$ cat config.mk
export PLATFORM = sky130hd
export DESIGN_NAME = iq_packet_sample_unpacker_unit
export DESIGN_NICKNAME = d
export VERILOG_FILES = /design/src/rtl/core/iqpu_pkg.sv /design/src/rtl/core/iqpu_pair_assemble.sv /design/src/rtl/core/iq_packet_sample_unpacker_unit.sv
export SDC_FILE = /design/constraint.sdc
export NUM_CORES = 1
export LEC_CHECK = 0
export BUFFER_PORTS_ARGS = -buffer_cell sky130_fd_sc_hd__buf_2
export CAP_MARGIN = 30
export CORE_ASPECT_RATIO = 1.5
export CORE_MARGIN = 1.5
export CORE_UTILIZATION = 39
export DETAILED_ROUTE_END_ITERATION = 7
export HOLD_SLACK_MARGIN = 0.06
export PLACE_DENSITY = 0.65
export SLEW_MARGIN = 40
export SYNTH_ARGS = -nofsm -noshare
export SYNTH_HDL_FRONTEND = slang
export SYNTH_HIERARCHICAL = 1
export SYNTH_SLANG_ARGS = --single-unit
$ cat constraint.sdc
create_clock -name clk -period 4 [get_ports clk]
set_input_delay 0.8 -clock clk [delete_from_list [all_inputs] [get_ports clk]]
set_output_delay 0.8 -clock clk [all_outputs]
set_load 0.01 [all_outputs]
$ cat src/rtl/core/iqpu_pkg.sv
`default_nettype none

package iqpu_pkg;

  // sample format register codes; zero falls through to 24-bit handling
  typedef logic [1:0] fmt_t;
  localparam fmt_t FMT_8BIT  = 2'd1;
  localparam fmt_t FMT_16BIT = 2'd2;
  localparam fmt_t FMT_24BIT = 2'd3;

  // byte_position value meaning "next byte is the skipped header byte"
  localparam logic [2:0] POS_SKIP = 3'd7;

  // result kinds
  localparam logic KIND_SAMPLE = 1'b0;
  localparam logic KIND_REPORT = 1'b1;

endpackage

`default_nettype wire

$ cat src/rtl/core/iqpu_pair_assemble.sv
`default_nettype none

module iqpu_pair_assemble (
  input  iqpu_pkg::fmt_t      fmt,
  input  logic [39:0]         partial,
  input  logic [7:0]          last_byte,
  output logic [31:0]         i_word,
  output logic [31:0]         q_word
);
  import iqpu_pkg::*;

  logic [7:0] b [6];

  // gathered bytes fill the pair, the closing byte lands at the pair's last slot
  always_comb begin
    for (int k = 0; k < 5; k++) begin
      b[k] = partial[8*k +: 8];
    end
    b[5] = 8'h00;
    case (fmt)
      FMT_8BIT:  b[1] = last_byte;
      FMT_16BIT: b[3] = last_byte;
      default:   b[5] = last_byte;
    endcase
  end

  always_comb begin
    case (fmt)
      FMT_8BIT: begin
        i_word = {{8{b[0][7]}}, b[0], 16'h0000};
        q_word = {{8{b[1][7]}}, b[1], 16'h0000};
      end
      FMT_16BIT: begin
        i_word = {b[1], b[0], 16'h0000};
        q_word = {b[3], b[2], 16'h0000};
      end
      default: begin
        i_word = {b[2], b[1], b[0], 8'h00};
        q_word = {b[5], b[4], b[3], 8'h00};
      end
    endcase
  end

endmodule

`default_nettype wire

$ cat src/rtl/core/iq_packet_sample_unpacker_unit.sv
// Pipeline: an accepted item passes through the input register, then the result register.
// Throughput: one byte item per cycle; the result register only holds the input
//   stage while a result waits under result_stall.
// Reset: synchronous, active high on rst; clears pipeline valids, sequence
//   tracking and gather state, and loads sample_format with 24-bit mode.
`default_nettype none

module iq_packet_sample_unpacker_unit (
  input  logic        clk,
  input  logic        rst,
  // configuration: sample format register
  input  logic        cfg_wr_en,
  input  logic [1:0]  cfg_wr_data,
  // input byte channel
  input  logic        item_valid,
  output logic        item_stall,
  input  logic [7:0]  data_byte,
  input  logic        packet_start,
  // result channel
  output logic        result_valid,
  input  logic        result_stall,
  output logic        result_kind,
  output logic signed [31:0] i_value,
  output logic signed [31:0] q_value,
  output logic [7:0]  lost_count
);
  import iqpu_pkg::*;

  // ---------------------------------------------------------------------------
  // Configuration
  // ---------------------------------------------------------------------------
  fmt_t sample_format;

  always_ff @(posedge clk) begin
    if (rst) begin
      sample_format <= FMT_24BIT;
    end else if (cfg_wr_en) begin
      sample_format <= cfg_wr_data;
    end
  end

  // ---------------------------------------------------------------------------
  // Input register
  // ---------------------------------------------------------------------------
  logic       in_full;
  logic [7:0] in_byte;
  logic       in_start;
  logic       out_free;   // result register can take a new value this cycle
  logic       advance;    // input register item is processed this cycle

  assign out_free   = !result_valid || !result_stall;
  assign advance    = in_full && out_free;
  // input register is free when empty or its item moves on this cycle
  assign item_stall = in_full && !out_free;

  always_ff @(posedge clk) begin
    if (rst) begin
      in_full <= 1'b0;
    end else if (!item_stall) begin
      in_full <= item_valid;
    end
  end

  always_ff @(posedge clk) begin
    if (!item_stall && item_valid) begin
      in_byte  <= data_byte;
      in_start <= packet_start;
    end
  end

  // ---------------------------------------------------------------------------
  // Deframing state
  // ---------------------------------------------------------------------------
  logic [7:0]  last_sequence, last_sequence_next;
  logic        sequence_seen, sequence_seen_next;
  logic [2:0]  byte_position, byte_position_next;
  logic [39:0] partial_sample, partial_sample_next;

  logic [31:0] pair_i, pair_q;

  iqpu_pair_assemble u_assemble (
    .fmt       (sample_format),
    .partial   (partial_sample),
    .last_byte (in_byte),
    .i_word    (pair_i),
    .q_word    (pair_q)
  );

  logic [7:0] expect_seq;
  logic [3:0] pair_len;
  logic       pair_done;
  logic       emit;
  logic       kind_next;
  logic [7:0] gap_next;

  assign expect_seq = last_sequence + 8'd1;

  always_comb begin
    case (sample_format)
      FMT_8BIT:  pair_len = 4'd2;
      FMT_16BIT: pair_len = 4'd4;
      default:   pair_len = 4'd6;
    endcase
  end

  // pair completes on the byte whose count reaches the pair length
  assign pair_done = ({1'b0, byte_position} + 4'd1) >= pair_len;

  always_comb begin
    last_sequence_next  = last_sequence;
    sequence_seen_next  = sequence_seen;
    byte_position_next  = byte_position;
    partial_sample_next = partial_sample;
    emit                = 1'b0;
    kind_next           = KIND_SAMPLE;
    gap_next            = 8'h00;

    if (in_start) begin
      // sequence byte: gap check, then arm the header skip
      emit                = sequence_seen && (in_byte != expect_seq);
      kind_next           = KIND_REPORT;
      gap_next            = in_byte - expect_seq;
      last_sequence_next  = in_byte;
      sequence_seen_next  = 1'b1;
      byte_position_next  = POS_SKIP;
      partial_sample_next = '0;
    end else if (!sequence_seen) begin
      // bytes before the first packet are dropped
    end else if (byte_position == POS_SKIP) begin
      byte_position_next  = 3'd0;
      partial_sample_next = '0;
    end else if (pair_done) begin
      emit                = 1'b1;
      byte_position_next  = 3'd0;
      partial_sample_next = '0;
    end else begin
      for (int k = 0; k < 5; k++) begin
        if (byte_position == 3'(k)) begin
          partial_sample_next[8*k +: 8] = in_byte;
        end
      end
      byte_position_next = byte_position + 3'd1;
    end
  end

  always_ff @(posedge clk) begin
    if (rst) begin
      last_sequence  <= 8'h00;
      sequence_seen  <= 1'b0;
      byte_position  <= 3'd0;
      partial_sample <= '0;
    end else if (advance) begin
      last_sequence  <= last_sequence_next;
      sequence_seen  <= sequence_seen_next;
      byte_position  <= byte_position_next;
      partial_sample <= partial_sample_next;
    end
  end

  // ---------------------------------------------------------------------------
  // Result register
  // ---------------------------------------------------------------------------
  always_ff @(posedge clk) begin
    if (rst) begin
      result_valid <= 1'b0;
    end else if (out_free) begin
      result_valid <= advance && emit;
    end
  end

  always_ff @(posedge clk) begin
    if (advance && emit) begin
      result_kind <= kind_next;
      lost_count  <= (kind_next == KIND_REPORT) ? gap_next : 8'h00;
      i_value     <= (kind_next == KIND_REPORT) ? 32'sd0 : $signed(pair_i);
      q_value     <= (kind_next == KIND_REPORT) ? 32'sd0 : $signed(pair_q);
    end
  end

  // ---------------------------------------------------------------------------
  // Assertions
  // ---------------------------------------------------------------------------
  a_report_zero_samples: assert property (@(posedge clk) disable iff (rst)
    result_valid && (result_kind == KIND_REPORT) |-> (i_value == 32'sd0) && (q_value == 32'sd0))
    else $error("loss report carries nonzero sample values");

  a_sample_zero_gap: assert property (@(posedge clk) disable iff (rst)
    result_valid && (result_kind == KIND_SAMPLE) |-> (lost_count == 8'h00))
    else $error("sample result carries nonzero lost_count");

  a_no_result_before_packet: assert property (@(posedge clk) disable iff (rst)
    !sequence_seen |-> !result_valid)
    else $error("result produced before any packet was seen");

  a_position_range: assert property (@(posedge clk) disable iff (rst)
    byte_position != 3'd6)
    else $error("byte_position outside gather range");

endmodule

`default_nettype wire
# Word-level counts from Yosys, hierarchy flattened
# Cells that the tools add are included.
# op_classes
n_mux,23
n_lt_le_gt_ge,1
eq_ne,8
n_reduce_logical,25
addsub,4
# op_table
cell,count
$mux 40,4
$pmux 32 s2,2
$mux 8,7
$reduce_bool 4->1,5
$reduce_and 3->1,5
$mux 3,4
$add 8x1->8 const B,1
$ne 8x8->1,1
$sub 8x8->8,1
$eq 3x2->1 const B,2
$eq 3x3->1 const B,2
$pmux 3 s2,1
$reduce_and 2->1,3
$logic_and 1x1->1,5
$mux 1,5
$add 3x1->4 const B,1
$ge 4x4->1,1
$logic_not 1->1,4
$add 3x1->3 const B,1
$eq 3x1->1 const B,1
$logic_not 3->1,1
$eq 2x1->1 const B,1
$eq 2x2->1 const B,1
$reduce_bool 2->1,1
$logic_or 1x1->1,1
# totals
in_bits,16
register_bits,138
wordCells,78
output_inout_bits,75

# Longest topological paths before layout
# Gate-level depths: netlist of the first run.
# logic_depth
depth_word,8
mapped_depth,9
ltp_nobuf,9

# Modules after synthesis
# The synthesis of the first run kept the hierarchy.
# modules_own_cells
mod,seq_area_each_um2,area_per_inst_um2,instances,cells_per_inst
iq_packet_sample_unpacker_unit,3583.4,5680.4,1,448
iqpu_pair_assemble,0.0,959.7,1,136

# Worst setup path before layout of the first run
# Ideal clock, no wire load.
# synth_path
path_type,register -> register
start,register byte_position[0]
end,"register i_value[0], enable pin"
arrival_ps,3497
setup_ps,439
n_path_buf,0
slack_ps,63
period_less_slack_ps,3937
required_time_ps,3561
stages_incl_launch_ff,8
cell_sequence,dfxtp_1 -> ha_1 -> ha_1 -> ha_1 -> and2b_1 -> nor2_2 -> a22oi_1 -> and3_1
# synth_via
elab_chain_cells,7
elab_cells_between_ends,8
classes_between,1 x add/sub; 1 x order compare; 1 x eq/ne; 4 x mux; 1 x reduce/logical
# synth_rtl
item,line,source
"start, declared",iq_packet_sample_unpacker_unit.sv:76,"logic [2:0] byte_position, byte_position_next;"
"start signal, assigned",iq_packet_sample_unpacker_unit.sv:155,byte_position <= byte_position_next;
$add 3x1->4,iq_packet_sample_unpacker_unit.sv:107,"assign pair_done = ({1'b0, byte_position} + 4'd1) >= pair_len;"
$ge 4x4->1,iq_packet_sample_unpacker_unit.sv:107,
$mux 1,iq_packet_sample_unpacker_unit.sv:132,end else if (pair_done) begin
$mux 1 *,iq_packet_sample_unpacker_unit.sv:129,end else if (byte_position == POS_SKIP) begin
$mux 1 *,iq_packet_sample_unpacker_unit.sv:127,end else if (!sequence_seen) begin
$mux 1 *,iq_packet_sample_unpacker_unit.sv:118,if (in_start) begin
$logic_and 1x1->1 *,iq_packet_sample_unpacker_unit.sv:172,if (advance && emit) begin
"end signal, assigned",iq_packet_sample_unpacker_unit.sv:175,i_value <= (kind_next == KIND_REPORT) ? 32'sd0 : $signed(pair_i);
"end, declared",iq_packet_sample_unpacker_unit.sv:23,"output logic signed [31:0] i_value,"
# Every way passes the cells marked *; elsewhere a longest branch is shown, timed or not.
# A chain may end at the register's enable or synchronous reset.

# Worst setup path after layout of the first run
# layout_path
start,register byte_position[0]
end,register partial_sample[12]
# layout_via
elab_chain_cells,6
elab_cells_between_ends,10
classes_between,1 x add/sub; 1 x order compare; 2 x eq/ne; 4 x mux; 2 x reduce/logical
# layout_rtl
item,line,source
$add 3x1->4,iq_packet_sample_unpacker_unit.sv:107,
$ge 4x4->1,iq_packet_sample_unpacker_unit.sv:107,
$mux 40,iq_packet_sample_unpacker_unit.sv:132,
$mux 40,iq_packet_sample_unpacker_unit.sv:129,
$mux 40,iq_packet_sample_unpacker_unit.sv:127,
$mux 40,iq_packet_sample_unpacker_unit.sv:118,
"end signal, assigned",iq_packet_sample_unpacker_unit.sv:156,partial_sample <= partial_sample_next;
"end, declared",iq_packet_sample_unpacker_unit.sv:77,"logic [39:0] partial_sample, partial_sample_next;"
# Parallel ways exist; a longest one is shown, timed or not. The select of a mux whose other input is x is not followed.

==> results of run 1 <==
==> power groups by stage <==
stage,Combinational (mW),Clock (mW),Sequential [mW]
finish,0.328,1.60,1.57
global route,0.360,1.69,1.57
CTS,0.328,1.63,1.57
detailed placement,0.325,0,1.60
global placement,0.317,0,1.60
floorplan,0.264,0,1.59
==> routing by layer <==
layer  up-vias  share of wire  GRT usage
met5         -              0          0
met4         0          0.028    0.07438
met3        30          0.044    0.03401
met2       136           0.53     0.3077
met1      2172           0.40     0.1971
li1       2183              -          -
==> cell families after synthesis <==
group                    Yosys count  synth area share
multiplexers                      63           0.09704
adder cells (fa/ha/maj)           20           0.03882
XOR/XNOR                          10           0.01319
flip-flops                       138            0.5397
AO/OA/AOI/OAI                     75           0.08913
other                              1         0.0005647
AND/OR/NAND/NOR                  219            0.1726
buffers and inverters             58           0.04899
==> path summary, 6_finish.rpt <==
| kind | end | cells after the start |
|---|---|---|
| setup / recovery | partial_sample[12] | 8 |
| hold / removal | partial_sample[14] | 2 |
| setup reg to reg | partial_sample[12] | 8 |
| hold reg to reg | partial_sample[14] | 2 |
==> registers in the layout, summed over array words and instances (netlist names) <==
signal,cells
in_start,1
partial_sample,40
in_byte,8
sequence_seen,1
sample_format,2
q_value,32
last_sequence,8
byte_position,3
result_valid,1
result_kind,1
lost_count,8
in_full,1
i_value,32
==> cell usage after synthesis (2+ instances only) <==
cell type,n,area (µm²)
nand3_1,8,40.04
a211o_1,2,17.52
buf_1,2,7.510
o21ai_0,12,60.06
and2_1,17,106.4
buf_6,4,45.04
xnor2_1,4,35.03
ha_1,19,237.7
dfxtp_1,56,1121
nand2_1,27,101.4
mux2i_1,55,550.5
xor2_1,6,52.55
nor2_2,2,12.51
a21o_1,8,60.06
edfxtp_1,82,2462
clkbuf_1,14,52.55
a41oi_2,3,48.80
nor2_1,61,229.0
inv_1,15,56.30
a221oi_1,2,17.52
buf_4,20,150.1
a22o_1,8,70.07
mux2_2,7,78.83
and3_1,6,37.54
buf_2,2,10.01
nand4_1,2,12.51
a21oi_1,13,65.06
a22oi_1,9,67.56
nor2b_1,85,531.8
nor4_1,2,12.51
o21a_1,4,30.03
nor3_1,2,10.01
==> worst min-delay path: cells and delay by family (launching register included) <==
family / cells / cell delay (ns)
mux: 1 / 0.06
flops: 1 / 0.32
simple gates: 1 / 0.07
==> area by class of cell <==
class                           instances  area [µm²]
Fill cell                            1571        8899
Sequential cell                       138        3583
Multi-Input combinational cell        403        2791
Timing Repair Buffer                   94       493.0
Clock buffer                           18       429.2
Tap cell                              210       262.8
Clock inverter                         14       172.7
Inverter                               16       60.06
==> impl_results.md, run 1 <==
- Most frequent CP cell: ha_1
- Area Growth Syn to Fin: 17.35%
- Syn_area_per_cell: 11.37 µm²
- Fin area: 0.007792 mm²
- Cell count after synthesis: 584
- DRT Pass-1 Iters: 4
- Clock tree sinks: 138
- Number of synthesized flops with an enable pin: 82
- Unrepaired setup endpoints after global routing: false
- Total placed instance area: 0.007191 mm²
- Global-route wire length before repair: 23.44 mm
- CTS buffer count: 17
- CP Max Fanout: 8
- Critical path capture point type: flip-flop
- Max stage delay on crit path: 0.69 ns
- Flop2flop setup slack: 1.04 ns
- 1st-iter DRT viols: 170
- Hold Vio Cnt, Final: 0
- Worst Hold Class: reg -> reg
- Worst path cell trace: ha_1 > ha_1 > ha_1 > and2b_1 > nor2_2 > a41oi_2 > mux2i_1 > nor2_1
- Seq/Total Area, Yosys: 0.5397
- Critical R2R Launch: byte_position[0]
- CORE AREA: 0.01669 mm²
- Layout Utilization: 0.4669
- Height of the die: 162.8 µm
- Setup violators final: 0
- Clock Latency Late Sink: 0.41 ns
- Post-Layout Cell Count: 893
- GRT Overall Usage: 0.1729
- Placement Setup Slack: 1.110 ns
- Final WL: 14.78 mm
- Worst Path Buf+Inv: 0
- Leakage power: 2.925 nW
- Least-Margin Pin Slew: 0.8257 ns
- Via count: 4521
- DP Cell Count: 861
- Worst hold start: partial_sample[14]
- Final Worst Setup Slack: 1.038 ns
- Most common cell after layout, fill and taps aside: buf_2
- Post-CTS setup buffer count: 0
- Status: finished, final reports clean
- Crit path max-delay cell type: a41oi_2
- Crit path required time: 4.29 ns
- Max-cap viol count: 0
- Fraction of registers with async set/reset: 0
- Port Buf Inserts: 90
- Sw Share: 0.2413
- Average via count per standard cell: 5.063
- Mapped cell area: 0.006640 mm²
- Logic gate share of total power: 0.094
- Maximum number of pins on one net before global-route repair: 74
- Final HPWL DP: 10.14 mm
- Initial Util: 0.3978
- CTS resizes: 0
- DIE AREA: 0.01783 mm²
- Post-synth cell types: 57
- Synth warnings: 6
- GPL Wtd Cong: 0.8192
- Gr ovfl total: 0
- Crit share post-route: 0.7406
- Die width: 109.5 µm
- Origin of the worst setup path: byte_position[0]
- Sequential share of power: 0.449
- Rows: 58
- Routed length per instance: 16.55 µm
- Nets: 706
- Clock transition at path regs: 0.06 ns
- Family with the most delay on the worst path: adder cells
- Final setup skew: 0.006266 ns
- WP data arrival: 3.25 ns
- Most frequent cells in the layout: 90 x buf_2, 85 x nor2b_1, 82 x edfxtp_1
- Hold slack: 0.4946 ns
- CTS max path bufs: 2
- Crit path time final: 2.963 ns
- Setup TNS: 0 ns
- IO Pins: 91
- ANT cells: 0
- Layout cells sized above 1: 0.2182
- FMAX: 337.6 MHz
- CTS root buffer: clkbuf_16
- CTS tree: yes
- Vias in the first global route: 4548
- Design Power: 3.501 mW
- Ys flop type: edfxtp_1
- Critical path class: reg -> reg
- Hold_buf cts: 0
- Residual DRC: 0
- ANT nets after route: 0
- Initial antenna violation count: 0
- Slew margin rel.: 0.4496
- Synthesized flop and latch total: 138
- Power per standard cell area: 449.3 mW/mm²
- Clock power share: 0.457
- Psw: 844.9 µW
- Internal: 2.656 mW
- Slew Viols, Final: 0
- Peak supply drop: 212.8 µV
- Critical path startpoint category: flip-flop
- H-tree levels: 4
No activity file was read; power rests on OpenSTA's default activity.
==> run 2, diff against run 1 <==
clock period = 2.4 ns   (was 4 ns; I/O delays follow)
==> impl_results.md, run 2 (synthesis results as in run 1) <==
- ANT nets after route: 0
- Met2 wire len: 8.390 mm
- Power per standard cell area: 707.4 mW/mm²
- CTS tree: yes
- DRT Pass-1 Iters: 5
- CP Max Fanout: 6
- Final WL: 15.56 mm
- Final setup skew: 0.009151 ns
- Via count: 4689
- Met3 wire length: 759 µm
- Slew margin rel.: 0.4447
- Critical path startpoint category: flip-flop
- Post-Layout Cell Count: 936
- Initial Util: 0.3978
- Leakage power: 3.219 nW
- FMAX: 416.4 MHz
- Gr ovfl total: 0
- Worst Hold Class: in -> reg
- CTS max path bufs: 2
- Final HPWL DP: 10.89 mm
- Largest register FFs: 40
- Residual DRC: 0
- Die width: 109.5 µm
- Clock Latency Late Sink: 0.42 ns
- Critical path capture point type: flip-flop
- CTS buffer count: 17
- Maximum number of pins on one net before global-route repair: 49
- Layout cells sized above 1: 0.2948
- Hold slack: 0.2345 ns
- Max-cap viol count: 0
- Area Growth Syn to Fin: 26.64%
- Routed length per instance: 16.62 µm
- Hold Vio Cnt, Final: 0
- Nets: 749
- Vias in the first global route: 4694
- Top Registers: partial_sample (40), i_value (32), q_value (32)
- Port Buf Inserts: 90
- CORE AREA: 0.01669 mm²
- Slew Viols, Final: 0
- Status: finished with violations
- Crit share post-route: 1.001
- Average via count per standard cell: 5.010
- Failing checks: setup timing
- 1st-iter DRT viols: 248
- Peak supply drop: 367.8 µV
- Global-route wire length before repair: 23.98 mm
- Initial antenna violation count: 0
- Crit path time final: 2.401 ns
- Unrepaired setup endpoints after global routing: true
- CTS root buffer: clkbuf_16
- Least-Margin Pin Slew: 0.8330 ns
- Critical path class: reg -> reg
- DIE AREA: 0.01783 mm²
- Final Worst Setup Slack: -0.001378 ns
- Setup TNS: -0.002542 ns
- GPL Wtd Cong: 0.8626
- ANT cells: 0
- Max Used Layer: met4
- Most frequent cells in the layout: 90 x buf_2, 85 x nor2b_1, 82 x edfxtp_1
- WP data arrival: 2.76 ns
- Most common cell after layout, fill and taps aside: buf_2
- Setup violators final: 2
- H-tree levels: 4
- GRT Overall Usage: 0.1804
- Flop2flop setup slack: -0.001 ns
- Clock transition at path regs: 0.06 ns
- IO Pins: 91
- Register with the most flip-flops: partial_sample
- Placement Setup Slack: -0.08257 ns
- Hold_buf cts: 0
- Clock tree sinks: 138
- WL met1: 5.761 mm
- Rows: 58
- Height of the die: 162.8 µm
- Crit path required time: 2.76 ns
- DP Cell Count: 894
==> run 2: cell types whose count changed in the layout (fill, tap and decap cells not counted), moves of 5 or more <==
cell    change
and2_1      -7
and2_4      +5
buf_12      +6
buf_4      +30
ha_1        -5
ha_4        +5
==> run 2: final cells by class <==
cell class                 count  area (µm²)
clock inverter                15       181.4
fill                        1528        8282
clock buffer                  17       425.4
tap                          210       262.8
inverter                      16       60.06
timing repair buffer         137       972.2
sequential                   138        3593
multi-input combinational    403        2914
==> run 2: power by group <==
group | internal (mW) | switching [mW]
Sequential | 2.56 | 0.0396
Clock | 1.58 | 1.10
Combinational | 0.300 | 0.372
==> run 2: per-stage QoR <==
step	util	power [mW]	instance area, µm²
2_1_floorplan	-	3.104	6780
3_3_place_gp	0.4534	3.265	7569
3_5_place_dp	0.4534	3.284	7569
4_1_cts	0.4903	5.963	8184
5_1_grt	0.5038	6.147	8409
6_report	0.5038	5.949	8409
==> run 2: worst max-delay path: stages, from the launching register on <==
cell       delay, ns
dfxtp_4         0.36
ha_4            0.18
ha_4            0.27
ha_4            0.19
a22o_4          0.25
a2111oi_4       0.47
buf_4           0.22
and2_2          0.21
mux2i_1         0.10
nor2_1          0.08
==> run 2: path summary, 6_finish.rpt <==
kind,start,to,cells after the start
setup / recovery,byte_position[0],partial_sample[19],9
hold / removal,data_byte[1],in_byte[1],1
setup reg to reg,byte_position[0],partial_sample[19],9
hold reg to reg,sequence_seen,sequence_seen,2
==> run 2: per-layer routing <==
layer,vias to the layer above,track usage
met5,-,0
met4,0,0.08737
met3,31,0.04202
met2,155,0.3281
met1,2229,0.1908
li1,2274,-
==> run 2: repair_timing <==
item | CTS | global route
cloned | 0 | 4
gates resized for setup | 6 | 17
endpoints found under the setup margin | 30 | 114
pin swaps | 1 | 7
buffers inserted | 0 | 6
==> run 3, diff against run 2 <==
CORE_MARGIN = 4   (was 1.5)
CORE_UTILIZATION = 48   (was 39)
PLACE_DENSITY = 0.76   (was 0.65)
==> impl_results.md, run 3 (synthesis results as in run 1) <==
- H-tree levels: 4
- DIE AREA: 0.01582 mm²
- Most common cell after layout, fill and taps aside: buf_2
- GRT Overall Usage: 0.1958
- Origin of the worst setup path: byte_position[0]
- Clock transition at path regs: 0.06 ns
- Critical path startpoint category: flip-flop
- Rows: 52
- Least-Margin Pin Slew: 0.7955 ns
- Crit path required time: 2.68 ns
- CORE AREA: 0.01353 mm²
- Register Area: 0.003600 mm²
- Critical path class: reg -> reg
- ANT cells: 0
- Fillers: 1083
- Initial antenna violation count: 0
- Maximum number of pins on one net before global-route repair: 39
- Final WL: 15.91 mm
- Average via count per standard cell: 5.446
- Status: finished, final reports clean
- Routed length per instance: 17.94 µm
- Layout cells sized above 1: 0.2993
- Final Worst Setup Slack: 0.01337 ns
- Die width: 104.0 µm
- Clock Latency Late Sink: 0.42 ns
- Gr ovfl total: 0
- CTS buffer count: 17
- DRT Pass-1 Iters: 5
- Global-route wire length before repair: 24.60 mm
- Crit path time final: 2.387 ns
- Multi-input gate area: 0.002950 mm²
- Layout Utilization: 0.6164
- ANT nets after route: 0
- Max-cap viol count: 0
- IO Pins: 91
- Worst Hold Class: in -> reg
- Crit path max-delay cell type: a2111oi_4
- Unrepaired setup endpoints after global routing: true
- Height of the die: 152.1 µm
- Most frequent cells in the layout: 90 x buf_2, 85 x nor2b_1, 82 x edfxtp_1
- CTS max path bufs: 2
- CTS tree: yes
- FMAX: 419.0 MHz
- Hold Vio Cnt, Final: 0
- Crit share post-route: 0.9944
- Nets: 748
- Clock tree sinks: 138
- Largest register FFs: 40
- Slew margin rel.: 0.4696
- Register with the most flip-flops: partial_sample
- Hold_buf cts: 0
- Vias in the first global route: 4913
- Slew Viols, Final: 0
- Residual DRC: 0
- Peak supply drop: 404.7 µV
- Port Buf Inserts: 90
- Leakage power: 3.187 nW
- Placement Setup Slack: -0.08673 ns
- GPL Wtd Cong: 0.9399
- Via count: 4831
- CTS root buffer: clkbuf_16
- Setup violators final: 0
- CP Max Fanout: 8
- Initial Util: 0.4907
- Worst path cell trace: ha_4 > ha_4 > ha_4 > a22o_4 > a2111oi_4 > buf_4 > a21oi_4 > mux2i_1 > nor2_1
- Area Growth Syn to Fin: 25.63%
- Worst hold start: data_byte[1]
- Critical R2R Launch: byte_position[0]
- Final HPWL DP: 10.66 mm
- Final setup skew: 0.005490 ns
- Top Registers: partial_sample (40), i_value (32), q_value (32)
- Most frequent CP cell: ha_4
- Critical path capture point type: flip-flop
- 1st-iter DRT viols: 244
- Power per standard cell area: 712.4 mW/mm²
- WP data arrival: 2.66 ns
- Max stage delay on crit path: 0.42 ns
## run 3: power breakdown
part / switching [mW] / total [mW] / internal [mW]
Combinational: 0.385 / 0.691 / 0.306
Clock: 1.02 / 2.65 / 1.64
Sequential: 0.0378 / 2.60 / 2.56
## run 3: final timing paths
path | endpoint | slack (ns) | cells after the start
worst max register to register | partial_sample[33] | 0.01 | 9
worst max-delay path | partial_sample[33] | 0.01 | 9
worst min register to register | sequence_seen | 0.48 | 2
worst min-delay path | in_byte[1] | 0.23 | 1
## run 3: area by class of cell
cell class / count / area share
clock buffer: 18 / 0.05145
clock inverter: 14 / 0.02070
inverter: 16 / 0.007200
multi-input combinational: 403 / 0.3537
sequential: 138 / 0.4315
tap: 162 / 0.02430
timing repair buffer: 136 / 0.1111
## run 3: worst max-delay path, delay by kind of cell (launching register included)
kind            cells  cell delay (ns)
compound gates      3             0.78
fa+ha+maj           3             0.64
flops               1             0.36
mux                 1             0.23
buf+inv             1             0.19
simple gates        1             0.06
## run 3: what timing repair did
action | 4_1_cts | 5_1_grt
cloned | 0 | 4
setup endpoints to repair | 95 | 106
buffers inserted | 1 | 9
gates resized for setup | 8 | 23
pin swaps | 1 | 10
## run 3: metal layers
layer	vias up	wire [µm]	global-route usage
li1	2272	-	-
met1	2361	6015	0.2140
met2	157	8566	0.3516
met3	41	780	0.04457
met4	0	550	0.1014
met5	-	0	0
## run 3: metrics by stage
step | total power [mW] | std cells | hold slack, ns | area [µm²] | setup TNS [ns]
2_1_floorplan | 3.104 | 599 | 0.4354 | 6780 | -5.785
3_3_place_gp | 3.252 | 841 | 0.4670 | 7458 | 0
3_5_place_dp | 3.271 | 841 | 0.4732 | 7458 | -1.117
4_1_cts | 5.924 | 874 | 0.2216 | 8089 | 0
5_1_grt | 6.149 | 887 | 0.2256 | 8342 | -0.9079
6_report | 5.942 | 887 | 0.2343 | 8342 | 0
